===== src/gpioirq_pkg.sv =====
`default_nettype none

package gpioirq_pkg;

    localparam int NUM_LINES_DEF = 8;
    localparam int NUM_LINES_MAX = 16;
    localparam int DATA_W        = 32;
    localparam int FUNC_W        = 2;
    localparam int ADDR_W        = 4;
    localparam int REGIME_W      = 8;
    localparam int MODE_W        = 2;

    typedef logic [FUNC_W-1:0] func_t;
    typedef logic [ADDR_W-1:0] addr_t;
    typedef logic [DATA_W-1:0] word_t;
    typedef logic [MODE_W-1:0] mode_t;

    localparam func_t FN_READ  = 2'd0;
    localparam func_t FN_WRITE = 2'd1;
    localparam func_t FN_TICK  = 2'd2;

    localparam addr_t ADDR_DATA    = 4'd0;
    localparam addr_t ADDR_DIR     = 4'd4;
    localparam addr_t ADDR_ENABLE  = 4'd8;
    localparam addr_t ADDR_REQUEST = 4'd9;
    localparam addr_t ADDR_TRIGGER = 4'd10;
    localparam addr_t ADDR_REGIME  = 4'd14;

    localparam mode_t MODE_LEVEL_LOW  = 2'd0;
    localparam mode_t MODE_LEVEL_HIGH = 2'd1;
    localparam mode_t MODE_RISING     = 2'd2;
    localparam mode_t MODE_FALLING    = 2'd3;

endpackage

`default_nettype wire


===== src/gpioirq_in_if.sv =====
`default_nettype none

interface gpioirq_in_if #(
    parameter int NUM_LINES = gpioirq_pkg::NUM_LINES_DEF
);
    import gpioirq_pkg::*;

    logic                 valid;
    logic                 ready;
    func_t                func;
    addr_t                reg_index;
    word_t                write_data;
    logic [NUM_LINES-1:0] pin_levels;

    modport source (
        output valid,
        output func,
        output reg_index,
        output write_data,
        output pin_levels,
        input  ready
    );

    modport sink (
        input  valid,
        input  func,
        input  reg_index,
        input  write_data,
        input  pin_levels,
        output ready
    );

endinterface

`default_nettype wire


===== src/gpioirq_out_if.sv =====
`default_nettype none

interface gpioirq_out_if #(
    parameter int NUM_LINES = gpioirq_pkg::NUM_LINES_DEF
);
    import gpioirq_pkg::*;

    logic                 valid;
    logic                 ready;
    word_t                read_data;
    logic [NUM_LINES-1:0] pin_drive;
    logic [NUM_LINES-1:0] pin_output_enable;
    logic [NUM_LINES-1:0] irq_lines;

    modport source (
        output valid,
        output read_data,
        output pin_drive,
        output pin_output_enable,
        output irq_lines,
        input  ready
    );

    modport sink (
        input  valid,
        input  read_data,
        input  pin_drive,
        input  pin_output_enable,
        input  irq_lines,
        output ready
    );

endinterface

`default_nettype wire


===== src/gpioirq_detect.sv =====
`default_nettype none

module gpioirq_detect #(
    parameter int NUM_LINES = gpioirq_pkg::NUM_LINES_DEF
) (
    input  wire logic [NUM_LINES-1:0]   pins,
    input  wire logic [NUM_LINES-1:0]   prev_pins,
    input  wire logic [2*NUM_LINES-1:0] modes,
    output logic      [NUM_LINES-1:0]   events
);
    import gpioirq_pkg::*;

    always_comb
    begin
        for (int i = 0; i < NUM_LINES; i++)
        begin
            case (mode_t'(modes[MODE_W*i +: MODE_W]))
                MODE_LEVEL_LOW:  events[i] = !pins[i];
                MODE_LEVEL_HIGH: events[i] = pins[i];
                MODE_RISING:     events[i] = !prev_pins[i] && pins[i];
                default:         events[i] = prev_pins[i] && !pins[i];
            endcase
        end
    end

endmodule

`default_nettype wire


===== src/gpioirq_regs.sv =====
`default_nettype none

module gpioirq_regs #(
    parameter int NUM_LINES = gpioirq_pkg::NUM_LINES_DEF
) (
    input  wire logic                   clk,
    input  wire logic                   rst_n,
    input  wire logic                   step,
    input  wire gpioirq_pkg::func_t     func,
    input  wire gpioirq_pkg::addr_t     reg_index,
    input  wire gpioirq_pkg::word_t     write_data,
    input  wire logic [NUM_LINES-1:0]   pin_levels,
    output gpioirq_pkg::word_t          read_data,
    output logic      [NUM_LINES-1:0]   pin_drive,
    output logic      [NUM_LINES-1:0]   pin_output_enable,
    output logic      [NUM_LINES-1:0]   irq_lines
);
    import gpioirq_pkg::*;

    localparam int MODES_W = MODE_W * NUM_LINES;

    logic [NUM_LINES-1:0] latch_reg,  latch_next;
    logic [NUM_LINES-1:0] dir_reg,    dir_next;
    logic [NUM_LINES-1:0] enable_reg, enable_next;
    logic [NUM_LINES-1:0] request_reg, request_next;
    logic [MODES_W-1:0]   trigger_reg, trigger_next;
    logic [REGIME_W-1:0]  regime_reg, regime_next;
    logic [NUM_LINES-1:0] prev_reg,   prev_next;
    logic [NUM_LINES-1:0] events;

    gpioirq_detect #(
        .NUM_LINES (NUM_LINES)
    ) u_detect (
        .pins      (pin_levels),
        .prev_pins (prev_reg),
        .modes     (trigger_reg),
        .events    (events)
    );

    // register read, from the state before the item
    always_comb
    begin
        read_data = '0;
        if (func == FN_READ)
        begin
            unique case (reg_index)
                ADDR_DATA:    read_data = DATA_W'((latch_reg & dir_reg) | (prev_reg & ~dir_reg));
                ADDR_DIR:     read_data = DATA_W'(dir_reg);
                ADDR_ENABLE:  read_data = DATA_W'(enable_reg);
                ADDR_REQUEST: read_data = DATA_W'(request_reg);
                ADDR_TRIGGER: read_data = DATA_W'(trigger_reg);
                ADDR_REGIME:  read_data = DATA_W'(regime_reg);
                default:      read_data = '0;
            endcase
        end
    end

    always_comb
    begin
        latch_next   = latch_reg;
        dir_next     = dir_reg;
        enable_next  = enable_reg;
        request_next = request_reg;
        trigger_next = trigger_reg;
        regime_next  = regime_reg;
        prev_next    = prev_reg;
        if (func == FN_WRITE)
        begin
            unique case (reg_index)
                ADDR_DATA:    latch_next   = write_data[NUM_LINES-1:0];
                ADDR_DIR:     dir_next     = write_data[NUM_LINES-1:0];
                ADDR_ENABLE:  enable_next  = write_data[NUM_LINES-1:0];
                ADDR_REQUEST: request_next = request_reg & write_data[NUM_LINES-1:0];
                ADDR_TRIGGER: trigger_next = write_data[MODES_W-1:0];
                ADDR_REGIME:  regime_next  = write_data[REGIME_W-1:0];
                default:      ;
            endcase
        end
        else if (func == FN_TICK)
        begin
            request_next = request_reg | events;
            prev_next    = pin_levels;
        end
    end

    // pin state as it stands after the item
    assign pin_drive         = latch_next;
    assign pin_output_enable = dir_next;
    assign irq_lines         = request_next & enable_next;

    always_ff @(posedge clk or negedge rst_n)
    begin
        if (!rst_n)
        begin
            latch_reg   <= '0;
            dir_reg     <= '0;
            enable_reg  <= '0;
            request_reg <= '0;
            trigger_reg <= '0;
            regime_reg  <= '0;
            prev_reg    <= '0;
        end
        else if (step)
        begin
            latch_reg   <= latch_next;
            dir_reg     <= dir_next;
            enable_reg  <= enable_next;
            request_reg <= request_next;
            trigger_reg <= trigger_next;
            regime_reg  <= regime_next;
            prev_reg    <= prev_next;
        end
    end

endmodule

`default_nettype wire


===== src/gpio_port_with_interrupt_detect.sv =====
// GPIO port of NUM_LINES lines with per-line interrupt detection. Each item on cmd is a
// register read, a register write or a pin sample tick; each gives exactly one item on rsp
// carrying the read word (zero unless a read) and the pin drive, output enables and
// interrupt lines as they stand after the item. Items go through an input register and a
// result register with one level of logic between them, so one item is taken per clock
// while rsp is not stalled; a result is offered on rsp from the result register, which it
// enters when its item leaves the input register. The input register takes one more item
// while a result waits on rsp; cmd stalls only when both are full and rsp.ready is low.
`default_nettype none

module gpio_port_with_interrupt_detect #(
    parameter int NUM_LINES = gpioirq_pkg::NUM_LINES_DEF
) (
    input wire logic clk,
    input wire logic rst_n,
    gpioirq_in_if.sink    cmd,
    gpioirq_out_if.source rsp
);
    import gpioirq_pkg::*;

    logic                 in_valid_reg;
    func_t                func_reg;
    addr_t                addr_reg;
    word_t                wdata_reg;
    logic [NUM_LINES-1:0] pins_reg;

    logic                 out_valid_reg;
    word_t                rdata_reg;
    logic [NUM_LINES-1:0] drive_reg;
    logic [NUM_LINES-1:0] oe_reg;
    logic [NUM_LINES-1:0] irq_reg;

    word_t                rdata_next;
    logic [NUM_LINES-1:0] drive_next;
    logic [NUM_LINES-1:0] oe_next;
    logic [NUM_LINES-1:0] irq_next;

    logic advance;
    logic take;

    assign advance   = in_valid_reg && (!out_valid_reg || rsp.ready);
    assign cmd.ready = !in_valid_reg || advance;
    assign take      = cmd.valid && cmd.ready;

    gpioirq_regs #(
        .NUM_LINES (NUM_LINES)
    ) u_regs (
        .clk               (clk),
        .rst_n             (rst_n),
        .step              (advance),
        .func              (func_reg),
        .reg_index         (addr_reg),
        .write_data        (wdata_reg),
        .pin_levels        (pins_reg),
        .read_data         (rdata_next),
        .pin_drive         (drive_next),
        .pin_output_enable (oe_next),
        .irq_lines         (irq_next)
    );

    always_ff @(posedge clk or negedge rst_n)
    begin
        if (!rst_n)
        begin
            in_valid_reg  <= 1'b0;
            out_valid_reg <= 1'b0;
        end
        else
        begin
            if (take)
            begin
                in_valid_reg <= 1'b1;
            end
            else if (advance)
            begin
                in_valid_reg <= 1'b0;
            end
            if (advance)
            begin
                out_valid_reg <= 1'b1;
            end
            else if (rsp.ready)
            begin
                out_valid_reg <= 1'b0;
            end
        end
    end

    always_ff @(posedge clk)
    begin
        if (take)
        begin
            func_reg  <= cmd.func;
            addr_reg  <= cmd.reg_index;
            wdata_reg <= cmd.write_data;
            pins_reg  <= cmd.pin_levels;
        end
        if (advance)
        begin
            rdata_reg <= rdata_next;
            drive_reg <= drive_next;
            oe_reg    <= oe_next;
            irq_reg   <= irq_next;
        end
    end

    assign rsp.valid             = out_valid_reg;
    assign rsp.read_data         = rdata_reg;
    assign rsp.pin_drive         = drive_reg;
    assign rsp.pin_output_enable = oe_reg;
    assign rsp.irq_lines         = irq_reg;

endmodule

`default_nettype wire

===== src/flat_wrapper.sv =====
// flat-port wrapper written by rule: the top's interface ports become plain ports
module gpio_port_with_interrupt_detect_flat import gpioirq_pkg::*;
#(
    parameter int NUM_LINES = gpioirq_pkg::NUM_LINES_DEF
)
  (clk, rst_n, cmd_valid, cmd_func, cmd_reg_index, cmd_write_data, cmd_pin_levels, cmd_ready, rsp_valid, rsp_read_data, rsp_pin_drive, rsp_pin_output_enable, rsp_irq_lines, rsp_ready);
  gpioirq_in_if #(.NUM_LINES(NUM_LINES)) cmd_i ();
  gpioirq_out_if #(.NUM_LINES(NUM_LINES)) rsp_i ();
  input wire logic clk;
  input wire logic rst_n;
  input wire logic [$bits(cmd_i.valid)-1:0] cmd_valid;
  input wire logic [$bits(cmd_i.func)-1:0] cmd_func;
  input wire logic [$bits(cmd_i.reg_index)-1:0] cmd_reg_index;
  input wire logic [$bits(cmd_i.write_data)-1:0] cmd_write_data;
  input wire logic [$bits(cmd_i.pin_levels)-1:0] cmd_pin_levels;
  output wire logic [$bits(cmd_i.ready)-1:0] cmd_ready;
  output wire logic [$bits(rsp_i.valid)-1:0] rsp_valid;
  output wire logic [$bits(rsp_i.read_data)-1:0] rsp_read_data;
  output wire logic [$bits(rsp_i.pin_drive)-1:0] rsp_pin_drive;
  output wire logic [$bits(rsp_i.pin_output_enable)-1:0] rsp_pin_output_enable;
  output wire logic [$bits(rsp_i.irq_lines)-1:0] rsp_irq_lines;
  input wire logic [$bits(rsp_i.ready)-1:0] rsp_ready;
  assign cmd_i.valid = cmd_valid;
  assign cmd_i.func = cmd_func;
  assign cmd_i.reg_index = cmd_reg_index;
  assign cmd_i.write_data = cmd_write_data;
  assign cmd_i.pin_levels = cmd_pin_levels;
  assign cmd_ready = cmd_i.ready;
  assign rsp_valid = rsp_i.valid;
  assign rsp_read_data = rsp_i.read_data;
  assign rsp_pin_drive = rsp_i.pin_drive;
  assign rsp_pin_output_enable = rsp_i.pin_output_enable;
  assign rsp_irq_lines = rsp_i.irq_lines;
  assign rsp_i.ready = rsp_ready;
  gpio_port_with_interrupt_detect #(.NUM_LINES(NUM_LINES)) u_core (.clk(clk), .rst_n(rst_n), .cmd(cmd_i), .rsp(rsp_i));
endmodule

===== config.mk =====
export PLATFORM = sky130hd
export DESIGN_NAME = gpio_port_with_interrupt_detect_flat
export DESIGN_NICKNAME = d
export VERILOG_FILES = /design/src/gpioirq_pkg.sv /design/src/gpioirq_in_if.sv /design/src/gpioirq_out_if.sv /design/src/gpioirq_detect.sv /design/src/gpioirq_regs.sv /design/src/gpio_port_with_interrupt_detect.sv /design/src/flat_wrapper.sv
export SDC_FILE = /design/constraint.sdc
export NUM_CORES = 1
export LEC_CHECK = 0
export BUFFER_PORTS_ARGS = -buffer_cell sky130_fd_sc_hd__buf_2
export CAP_MARGIN = 20
export CORE_ASPECT_RATIO = 0.9
export CORE_MARGIN = 1.5
export CORE_UTILIZATION = 58
export CTS_CLUSTER_DIAMETER = 30
export DETAILED_ROUTE_END_ITERATION = 6
export GPL_ROUTABILITY_DRIVEN = 0
export PLACE_DENSITY = 0.82
export SYNTH_ARGS = -nofsm -noshare
export SYNTH_HDL_FRONTEND = slang
export SYNTH_SLANG_ARGS = --single-unit

===== constraint.sdc =====
create_clock -name clk -period 3.6 [get_ports clk]
set_input_delay 0.18 -clock clk [delete_from_list [all_inputs] [get_ports clk]]
set_output_delay 0.18 -clock clk [all_outputs]
set_load 0.02 [all_outputs]

==> out/qor.yml <==
leakagePower_nw: 3.29
drt_wl_total_mm: 13.4
synthTopCellsByArea: "edfxtp_1 33%, dfrtp_1 26%, mux2_2 11%"
crit_slowest_cell: "edfxtp_1"
fin_crit_sh_pct: 67.1
boundaryPins: 108
cts_htree_levels: 4
r2r_setup_slack_ns: 1.18
finalHoldViolCount: 0
grtUsageMet1_pct: 33.9
max_slew_margin_pct: 35.2
syn_inst: 434
clk_pin_slew_worst_paths_ns: 0.06
io_buffers: 75
cts_buffers: 17
post_cts_buffers: 0
crit_chain: "nor3_4 -> and2_1 -> mux2_2"
maxCapViolCount: 0
r2r_cells: 3
core_area_mm2: 0.0104
first_pass_iters: 5
grt_pass1_wl_mm: 21.3
routedWlPerCell_um: 19.8
fp.dieW_um: 113
min_path_type: "in -> reg"
r2r_end: "u_core.rsp.pin_output_enable[6]"
cp_data_arrival_time_ns: 2.57
vias: 4087
synth_top_area_share_pct: 33.5
n_antenna_cell: 0
finalNetCount: 586
rows: 35
grt_pass1_vias: 4004
synth_top_cell_by_area: "edfxtp_1"
cp-endpoint: "u_core.rsp.pin_output_enable[6]"
crit_start: "u_core.addr_reg[1]"
root_buffer: "clkbuf_16"
cts_sinks: 136
via_per_inst: 6.04
placed_area_mm2: 0.00665
drcViolationCount: 0
synth_cell_types: 49
insertion_delay_ns: 0.41
syn_area_per_cell_um2: 14.5
grt_max_degree: 45
period_needed_ns: 2.42
use_met2_pct: 39.6
finClkSkew_ns: 0.00859
n_fill_cell: 640
worstSetupPathType: "reg -> reg"
cts_tree: "yes"
ant_nets: 0
top_usage_layer: "met2"
grt_use_met3_pct: 5.98
overflow: 0
critPathMaxFanout: 22
status: "completed"
hold-worst-slack_ns: 0.123
die-area_mm2: 0.0115
ys_warn_count: 0
fin_area_mm2: 0.00756
area_growth_syn_to_layout_pct: 20.4
powerDensity_mw_per_mm2: 559
startpoint_type: "flop"
dieHeight_um: 102
final_max_slew_viol_count: 0
start_util_pct: 60.5
final-setup-viol-count: 0
synth_edf_count: 70
fmax_mhz: 414
r2r-start: "u_core.addr_reg[1]"
layout-drive-gt1-share_pct: 35.2
synth_seq_area_share_pct: 59.7
drt_iter0_drc: 458
ys_ff_latch: 136
ys_async_sr_fraction_pct: 48.5
slowest_delay_ns: 0.77
clockBufferDepth: 2
synthFlopType: "edfxtp_1"
netlist_area_mm2: 0.00628
endpoint_kind: "flop"
antenna_found_initial: 0
worst_pin_slew_ns: 0.972
power_mw: 4.22
grtUsageTotal_pct: 24.8
peakVddDrop_mv: 0.414
rsz0062_at_grt: "false"
tns_ns: 0
place.detailed.hpwl_mm: 8.52
critPathRequiredTime_ns: 3.75
==> cell usage in the layout (no fill, tap or decap), drive strengths merged, types with 5 or more instances in the layout <==
| master | count |
|---|---|
| a211oi | 8 |
| a21oi | 10 |
| a22oi | 6 |
| and2 | 11 |
| buf | 80 |
| clkbuf | 18 |
| clkinv | 5 |
| clkinvlp | 6 |
| conb | 16 |
| dfrtp | 66 |
| dlygate4sd3 | 32 |
| edfxtp | 70 |
| inv | 8 |
| mux2 | 72 |
| mux2i | 10 |
| nand2b | 6 |
| nand4 | 9 |
| nand4b | 7 |
| nor3b | 16 |
| o211a | 7 |
| o211ai | 6 |
| o21a | 8 |
| o21ai | 6 |
| o221ai | 6 |
| o32ai | 8 |
| or4bb | 6 |
| xor2 | 7 |
==> metal layers <==
layer | wire length (µm) | up-vias
met5 | 0 | -
met4 | 269 | 0
met3 | 867 | 27
met2 | 6430 | 189
met1 | 5870 | 2021
li1 | - | 1850
==> synthesized netlist by cell type, types with 2 or more instances <==
master / instances
nand4_2: 4
dfrtp_1: 66
xor2_1: 7
buf_4: 17
a41o_1: 4
buf_2: 10
a211oi_1: 8
o21a_1: 8
or3b_2: 3
buf_6: 2
nand4b_1: 7
o221ai_1: 6
o32ai_1: 8
or4bb_1: 6
inv_1: 8
nand2b_1: 6
nand2_1: 2
nor2b_1: 2
nand3b_1: 4
o211ai_1: 6
mux2_2: 62
o2bb2ai_1: 4
nor3b_1: 16
a22oi_1: 6
o21ai_0: 6
edfxtp_1: 70
mux2_4: 10
o211a_1: 7
and3b_1: 4
and2_1: 11
o22ai_1: 2
clkbuf_1: 8
a21oi_1: 10
nand4_1: 4
buf_1: 7
mux2i_1: 10
==> power by group <==
part | total [mW] | leakage, nW | internal [mW] | switching, mW
logic | 0.541 | 1.50 | 0.272 | 0.269
clock network | 1.65 | 0.261 | 1.02 | 0.626
registers | 2.03 | 1.53 | 1.84 | 0.188
total | 4.22 | 3.29 | 3.14 | 1.08
==> logic make-up (layout without fill, tap and decap cells) <==
family	count (synthesis)	count (layout)	share of synthesized area, %
flip-flops	136	136	59.7
buffers and inverters	52	151	4.56
multiplexers	82	82	15.1
XOR/XNOR	7	7	0.976
AO/OA/AOI/OAI	77	77	9.40
other	1	16	0.0597
AND/OR/NAND/NOR	79	79	10.2
==> worst max-delay path: cells and delay by family (launching register included) <==
family | cells | cell delay [ns]
multiplexers | 1 | 0.39
flip-flops | 1 | 0.77
AND/OR/NAND/NOR | 2 | 0.99
==> worst min-delay path by stage <==
stage	from	to	slack [ns]	cells past startpoint
2_1_floorplan	rst_n	u_core.in_valid_reg	-0.12	0
3_5_place_dp	cmd_write_data[8]	u_core.wdata_reg[8]	0.36	1
3_3_place_gp	cmd_func[0]	u_core.func_reg[0]	0.36	1
6_report	rsp_ready	u_core.in_valid_reg	0.12	3
4_1_cts	rsp_ready	u_core.in_valid_reg	0.1	3
5_1_grt	rst_n	u_core.u_regs.trigger_reg[13]	0.13	2
==> layout make-up <==
class | count | area (µm²) | area share (%)
clock buffers | 18 | 439 | 5.81
clock inverters | 13 | 131 | 1.74
inverters | 8 | 30.0 | 0.397
multi-input cells | 261 | 2300 | 30.4
flip-flops and latches | 136 | 3750 | 49.6
well taps | 129 | 161 | 2.13
repair buffers | 112 | 746 | 9.86
==> metrics by stage <==
step,setup WS [ns],utilization (%),instances
floorplan,1.14,-,449
finish,1.18,72.9,677
global route,1.07,72.9,677
detailed placement,1.21,64.1,613
CTS,1.21,72.7,676
global placement,1.24,64.1,613
==> timing repair <==
action / in CTS / in global routing
hold endpoints to repair: 74 / 0
resized for setup: 0 / 0
hold buffers: 32 / 0
Power figures use the tool's default switching activity.
